[config.mk]
export PLATFORM = sky130hd
export DESIGN_NAME = bfm3_ram
export DESIGN_NICKNAME = d
export VERILOG_FILES = /design/src/hdl/bfm3_ram.sv
export SDC_FILE = /design/constraint.sdc
export NUM_CORES = 1
export LEC_CHECK = 0
export ABC_AREA = 1
export BUFFER_PORTS_ARGS = -buffer_cell sky130_fd_sc_hd__clkbuf_2
export CORE_AREA = 8 8 104 106
export CTS_CLUSTER_DIAMETER = 40
export CTS_CLUSTER_SIZE = 24
export DETAILED_ROUTE_END_ITERATION = 8
export DIE_AREA = 0 0 112 114
export PLACE_DENSITY_LB_ADDON = 0.25
export SETUP_SLACK_MARGIN = 0.05
export SYNTH_ARGS = -nofsm -noshare
export SYNTH_HDL_FRONTEND = slang
export SYNTH_SLANG_ARGS = --single-unit
[constraint.sdc]
create_clock -name clk -period 2.6 [get_ports clk]
set_input_delay 0.13 -clock clk [delete_from_list [all_inputs] [get_ports clk]]
set_output_delay 0.13 -clock clk [all_outputs]
set_load 0.02 [all_outputs]
[src/hdl/bfm3_ram.sv]
`timescale 1ns / 1ps
`default_nettype none
module bfm3_ram #(
  parameter int WIDTH = 8,
  parameter int DEPTH = 16
) (
  input  wire logic                                    clk,
  input  wire logic                                    we,
  input  wire logic [(DEPTH > 1 ? $clog2(DEPTH) : 1)-1:0] waddr,
  input  wire logic [WIDTH-1:0]                        wdata,
  input  wire logic [(DEPTH > 1 ? $clog2(DEPTH) : 1)-1:0] raddr,
  output logic      [WIDTH-1:0]                        rdata
);

  logic [WIDTH-1:0] mem [DEPTH];

  always_ff @(posedge clk) begin
    if (we) begin
      mem[waddr] <= wdata;
    end
    rdata <= mem[raddr];
  end

endmodule
`default_nettype wire

[Word level (Yosys, flattened, before mapping)]
Memory sizes are Yosys's and may differ from the RTL's. A register that Yosys moved wholly into a read port is not among the register bits.
Cells that the tools add are included.
Operators by class
  mux-type cells: 2
Operator list (number)
  2-to-1 mux 1 bit: 2
Word-level totals
  bits in writable memories: 128
  output and inout bits: 8
  memories kept: 1
  word-level logic and storage cells: 3
  flip-flop bits (word level): 0
  bits of input ports: 18
Memories
  mem: depth 16, bits a word 8, rd ports 1, clocked after memory_dff 1, write ports 1, RTL line 15  | logic [WIDTH-1:0] mem [DEPTH];

[Depth between registers and ports, before layout]
Gate-level depths: netlist of run 1.
  depth after elaboration: 2
  mapped depth: 8
  depth with buffers taken out: 7

[Least setup slack after synthesis of run 1]
Ideal clock, no wire load.
  path type: input-to-reg
  start point: input port waddr[2] (netlist bit)
  end point: memory mem[10][0], enable pin
  arrival: 0.711 ns
  path buffers: 0
  setup slack: 1.519 ns
  required time: 2.230 ns
  library setup time: 0.370 ns
  stages on the path: 2
  path through: nand3b_1 -> nor2_1
RTL lines
  start: declaration: RTL line 9  | input wire logic [(DEPTH > 1 ? $clog2(DEPTH) : 1)-1:0] waddr,
  end: declaration: RTL line 15
Straight into the memory's write port.

[Worst setup path in the final report of run 1]
  start point: register rdata[1] (read register of mem)
  end point: output port rdata[1]
RTL lines
  start: declaration: RTL line 12  | output logic [WIDTH-1:0] rdata
No word-level cell between the ends.

==> results.sh, run 1 <==
export IMPL_synth_cell_types=12
export IMPL_cp_depth=1
export IMPL_endpoint="rdata[1]"
export IMPL_crit_chain="clkbuf_2"
export IMPL_drive_gt1_share_pct=10.7
export IMPL_start_kind="register"
export IMPL_clock_tree_root_cell="clkbuf_8"
export IMPL_die_h_um=114
export IMPL_final_min_clock_period_ns=1.17
export IMPL_placed_area_um2=5900
export IMPL_seq_area_um2=4000
export IMPL_reg2reg_to="rdata[5]"
export IMPL_yosysWarningCount=0
export IMPL_synth_ff_latch_count=136
export IMPL_multiInputGateArea_um2=1210
export IMPL_critPathCaptureType="output pin"
export IMPL_timing_max_cap_violations=0
export IMPL_grt_pass1_vias=3746
export IMPL_start_util_pct=63.3
export IMPL_r2r_start="mem[8][5]"
export IMPL_rsz0062_at_grt="false"
export IMPL_fin_area_um2=6550
export IMPL_synth_area_per_cell_um2=10.5
export IMPL_die_w_um=112
export IMPL_cts_hold_buf=0
export IMPL_critPathKind="reg2out"
export IMPL_worstHoldPathType="in2reg"
export IMPL_fmax_mhz=853
export IMPL_rows=35
export IMPL_ant_nets=0
export IMPL_finalPower_w=0.00539
export IMPL_path_buf_inv=1
export IMPL_grt_max_degree=65
export IMPL_reg2reg_depth=6
export IMPL_cp_startpoint="rdata[1]"
export IMPL_gp_congestion=0.834
export IMPL_worstPathRequired_ns=2.47
export IMPL_ff2ff_setup_slack_ns=1.50
export IMPL_hold_depth=3
export IMPL_fin_tns_setup_ns=0
export IMPL_fin_ws_ns=1.43
export IMPL_dr_pass1_iters=5
export IMPL_cts_clk_slew_worst_paths_ns=0.06
export IMPL_fillCellCount=613
export IMPL_io_buffers=25
export IMPL_grt_usage_pct=21.2
export IMPL_clock_latency_ns=0.52
export IMPL_wl_per_cell_um=18.3
export IMPL_arrival_ns=1.04
export IMPL_slowest_delay_ns=0.34
export IMPL_cts_made_buffers=17
export IMPL_cts_resized=0
export IMPL_vias=3917
export IMPL_post_dp_hpwl_um=7520
export IMPL_syn_nets=569
export IMPL_dieArea_um2=12800
export IMPL_postCtsSetupBuffers=0
export IMPL_slew_headroom_pct=41.7
export IMPL_period_share_pct=45.1
export IMPL_nNetsFinal=594
export IMPL_crit_fanout=1
export IMPL_hold_ws_ns=0.0302
export IMPL_syn_inst=551
export IMPL_drtIter0Drc=388
export IMPL_cts_htree_levels=4
export IMPL_antenna_cells=0
export IMPL_tritoncts="built"
export IMPL_yosysSeqAreaShare_pct=69.4
export IMPL_cts_sinks=136
export IMPL_vias_per_cell=5.60
export IMPL_detailedPlace_worstSlack_ns=1.03
export IMPL_pin_count=26
export IMPL_p_leak_nw=2.86
export IMPL_status="complete, no violations"
export IMPL_hold_viol_final=0
export IMPL_max_clock_path_buffers=2
export IMPL_finClkSkew_ns=0.00699
export IMPL_power_density_nw_per_um2=822
export IMPL_worst_pin_slew_ns=0.871
export IMPL_grt_pass1_wl_um=20100
export IMPL_cpLargestDelayFamily="flip-flops"
export IMPL_irDropWorstVdd_uv=662
export IMPL_critPathSlowestCell="dfxtp_1"
export IMPL_antenna_found_initial=0
export IMPL_area_growth_syn_to_layout_pct=13.6
export IMPL_grt_ovfl_total=0
export IMPL_coreArea_um2=9110
export IMPL_drv_slew=0
export IMPL_routed_wl_um=12800
export IMPL_drc_errors=0
export IMPL_setup_violations=0
export IMPL_syn_area_um2=5770
[registers in the layout, summed over array words and instances (netlist names)]
name	flops
rdata	8
mem	128
[routing by layer]
metal	vias to the layer above	share of wire (%)	track usage, %
met5	-	0	0
met4	0	2.6	10.1
met3	29	9.1	4.75
met2	189	48	33.2
met1	1875	41	27.5
li1	1824	-	-
[Yosys cell counts]
master / count / area (um^2)
buf_4: 4 / 30.0
nand2_1: 173 / 649
dfxtp_1: 8 / 160
buf_6: 6 / 67.6
inv_1: 100 / 375
buf_2: 13 / 65.1
nand3_1: 97 / 485
inv_2: 2 / 7.51
buf_1: 1 / 3.75
nand3b_1: 2 / 15.0
edfxtp_1: 128 / 3840
nor2_1: 17 / 63.8
[report_power, final]
part | leakage, nW | internal (W) | switching [W]
clock | 0.315 | 0.00173 | 0.000885
sequential | 1.22 | 0.00245 | 0.0000137
combinational | 1.32 | 0.0000797 | 0.000227
[how the worst min path moves through the flow]
| stage | startpoint | end | slack (ns) |
|---|---|---|---|
| detailed placement | rdata[4] | rdata[4] | 0.55 |
| floorplan | wdata[0] | mem[0][0] | 0.23 |
| global placement | raddr[3] | rdata[5] | 0.54 |
| CTS | raddr[3] | rdata[5] | 0.02 |
| finish | raddr[3] | rdata[5] | 0.03 |
| global route | raddr[3] | rdata[1] | 0.06 |
[layout by cell type, fill, tap and decap left out]
cell type	synthesis	final
nand2_1	173	173
edfxtp_1	128	128
inv_1	100	100
nand3_1	97	97
clkbuf_2	0	25
nor2_1	17	17
clkbuf_16	0	16
dfxtp_1	8	8
bufinv_16	0	5
buf_4	4	5
clkbuf_8	0	4
inv_2	2	2
nand3b_1	2	2
clkinvlp_4	0	2
clkinv_2	0	2
clkbuf_1	0	1
clkinv_4	0	1
inv_6	0	1
[logic make-up (layout without fill, tap and decap cells)]
logic type	after synthesis	after routing	share of synthesized area, %
buf+inv	126	164	9.52
simple gates	289	289	21.0
flops	136	136	69.4
[worst min-delay path, stage by stage]
cell,delay [ns]
clkbuf_2,0.19
nand3_1,0.13
nand2_1,0.05
[cell type report]
cell class,count,area share [%]
sequential,136,61.1
multi-input combinational,289,18.5
clock buffer,21,7.01
inverter,102,5.84
clock inverter,11,2.94
timing repair buffer,30,2.48
tap,111,2.12
[stage by stage]
stage                     instances  util (%)
after floorplan                 551         -
after global placement          668      64.8
after detailed placement        668      64.8
after CTS                       700      72.0
after global routing            700      72.0
final                           700      72.0
No activity file was read; power rests on OpenSTA's default activity.
==> run 2: changes to the inputs <==
- CORE_AREA: 8 8 104 106 -> 8 8 107 109
- DIE_AREA: 0 0 112 114 -> 0 0 115 117
- clock period: 2.6 -> 1.2 ns (I/O delays scaled with it)
==> run 2 against run 1 <==
Compared with the run above:
- routed wire length fell by 5.2%
- register-to-register slack got worse by 1.3 ns
- largest power group is now registers
- first-iteration DRC count fell by 5.7%
- critical path depth did not move
- clock power rose by 89%
- utilization fell by 3.8 points
==> results.sh, run 2 (synthesis gave the netlist of run 1 again) <==
export IMPL_rsz0062_at_grt="false"
export IMPL_period_share_pct=90.4
export IMPL_hold_viol_final=0
export IMPL_area_growth_syn_to_layout_pct=17.0
export IMPL_reg2reg_depth=6
export IMPL_irDropWorstVdd_uv=919
export IMPL_grt_ovfl_total=0
export IMPL_cpLargestDelayFamily="flip-flops"
export IMPL_antenna_found_initial=0
export IMPL_top_usage_layer="met2"
export IMPL_vias_per_cell=5.13
export IMPL_grt_pass1_wl_um=19600
export IMPL_fillCellCount=751
export IMPL_nNetsFinal=618
export IMPL_path_buf_inv=1
export IMPL_final_cell_mix="173 x nand2_1, 128 x edfxtp_1, 100 x inv_1"
export IMPL_ant_nets=0
export IMPL_setup_violations=0
export IMPL_fin_area_um2=6750
export IMPL_start_util_pct=58.2
export IMPL_reg2reg_to="rdata[6]"
export IMPL_fin_ws_ns=0.115
export IMPL_power_density_nw_per_um2=1630
export IMPL_drc_errors=0
export IMPL_drv_slew=0
export IMPL_crit_chain="clkbuf_2"
export IMPL_final_util_pct=68.1
export IMPL_largest_register="mem"
export IMPL_grt_max_degree=65
export IMPL_crit_fanout=1
export IMPL_pin_count=26
export IMPL_hold_depth=1
export IMPL_vias=3844
export IMPL_finClkSkew_ns=0.0140
export IMPL_final_common_cell="nand2_1"
export IMPL_routed_wl_um=12200
export IMPL_start_kind="register"
export IMPL_grt_pass1_vias=3798
export IMPL_critPathCaptureType="output pin"
export IMPL_ff2ff_setup_slack_ns=0.19
export IMPL_seq_area_um2=4010
export IMPL_grt_usage_pct=19.7
export IMPL_max_clock_path_buffers=2
export IMPL_min_from="wdata[0]"
export IMPL_die_h_um=117
export IMPL_dieArea_um2=13500
export IMPL_r2r_start="mem[1][6]"
export IMPL_final_min_clock_period_ns=1.08
export IMPL_drtIter0Drc=366
export IMPL_gp_congestion=0.844
export IMPL_wl_per_cell_um=16.3
export IMPL_io_buffers=25
export IMPL_cts_htree_levels=4
export IMPL_slowest_delay_ns=0.34
export IMPL_cts_sinks=136
export IMPL_globalRouteMet3Util_pct=4.52
export IMPL_cp_startpoint="rdata[0]"
export IMPL_arrival_ns=1.02
export IMPL_cts_made_buffers=17
export IMPL_clock_latency_ns=0.52
export IMPL_hold_end="mem[14][0]"
export IMPL_dr_pass1_iters=5
export IMPL_fmax_mhz=922
export IMPL_timing_max_cap_violations=0
export IMPL_status="complete, no violations"
export IMPL_post_dp_hpwl_um=7440
export IMPL_gr_usage_met2_pct=32.8
export IMPL_drive_gt1_share_pct=14.2
export IMPL_tritoncts="built"
export IMPL_largest_register_ffs=128
export IMPL_critPathKind="reg2out"
export IMPL_die_w_um=115
export IMPL_detailedPlace_worstSlack_ns=0.0652
export IMPL_worstHoldPathType="in2reg"
export IMPL_rows=37
export IMPL_antenna_cells=0
export IMPL_reg_top3="mem x128, rdata x8"
export IMPL_worst_pin_slew_ns=0.375
export IMPL_p_leak_nw=2.96
export IMPL_cts_clk_slew_worst_paths_ns=0.06
export IMPL_coreArea_um2=9910
export IMPL_fin_tns_setup_ns=0
export IMPL_critPathSlowestCell="dfxtp_1"
export IMPL_placed_area_um2=6170
export IMPL_use_met1_pct=25.3
export IMPL_multiInputGateArea_um2=1210
export IMPL_worstPathRequired_ns=1.14
export IMPL_hold_ws_ns=0.00222
export IMPL_postCtsSetupBuffers=0
export IMPL_clock_tree_root_cell="clkbuf_8"
export IMPL_slew_headroom_pct=75.0
## run 2: cell count changes in the layout (fill, tap and decap cells not counted), moves of 2 or more
| cell | before | now |
|---|---|---|
| buf_4 | 5 | 23 |
| buf_12 | 0 | 5 |
| bufinv_16 | 5 | 2 |
| clkbuf_8 | 4 | 1 |
| inv_6 | 1 | 4 |
| clkinvlp_4 | 2 | 4 |
## run 2: power by group
group | switching [W] | internal (W) | leakage [nW] | total (W)
clock network | 0.00198 | 0.00297 | 0.268 | 0.00495
registers | 0.0000323 | 0.00531 | 1.22 | 0.00534
logic | 0.000472 | 0.000220 | 1.47 | 0.000692
total | 0.00249 | 0.00850 | 2.96 | 0.0110
## run 2: metal layers
| metal | routed length, um | vias to the layer above |
|---|---|---|
| met1 | 5080 | 1802 |
| li1 | - | 1871 |
| met4 | 143 | 0 |
| met3 | 922 | 17 |
| met2 | 6030 | 154 |
| met5 | 0 | - |
## run 2: area by class of cell
type,instances,share of cell area (%)
clock inverters,14,2.21
flip-flops and latches,136,59.3
well taps,136,2.52
clock buffers,18,6.19
multi-input cells,289,18.0
inverters,102,5.67
repair buffers,54,6.08
## run 2: how the worst max path moves through the flow
stage                            end  cells after the start
after floorplan           mem[10][0]                      2
after global placement     mem[4][0]                      4
after detailed placement   mem[8][3]                      4
after CTS                   rdata[2]                      1
after global routing        rdata[2]                      1
final                       rdata[0]                      1
## run 2: repair_timing
item | CTS | global route
hold buffers | 1 | 0
resized for setup | 2 | 0
hold endpoints to repair | 8 | 0
endpoints found under the setup margin | 1 | 0
## run 2: stage by stage
step | cells | total power, W
global route | 749 | 0.0113
floorplan | 551 | 0.00585
detailed placement | 716 | 0.00613
global placement | 716 | 0.00611
CTS | 749 | 0.0110
finish | 749 | 0.0110
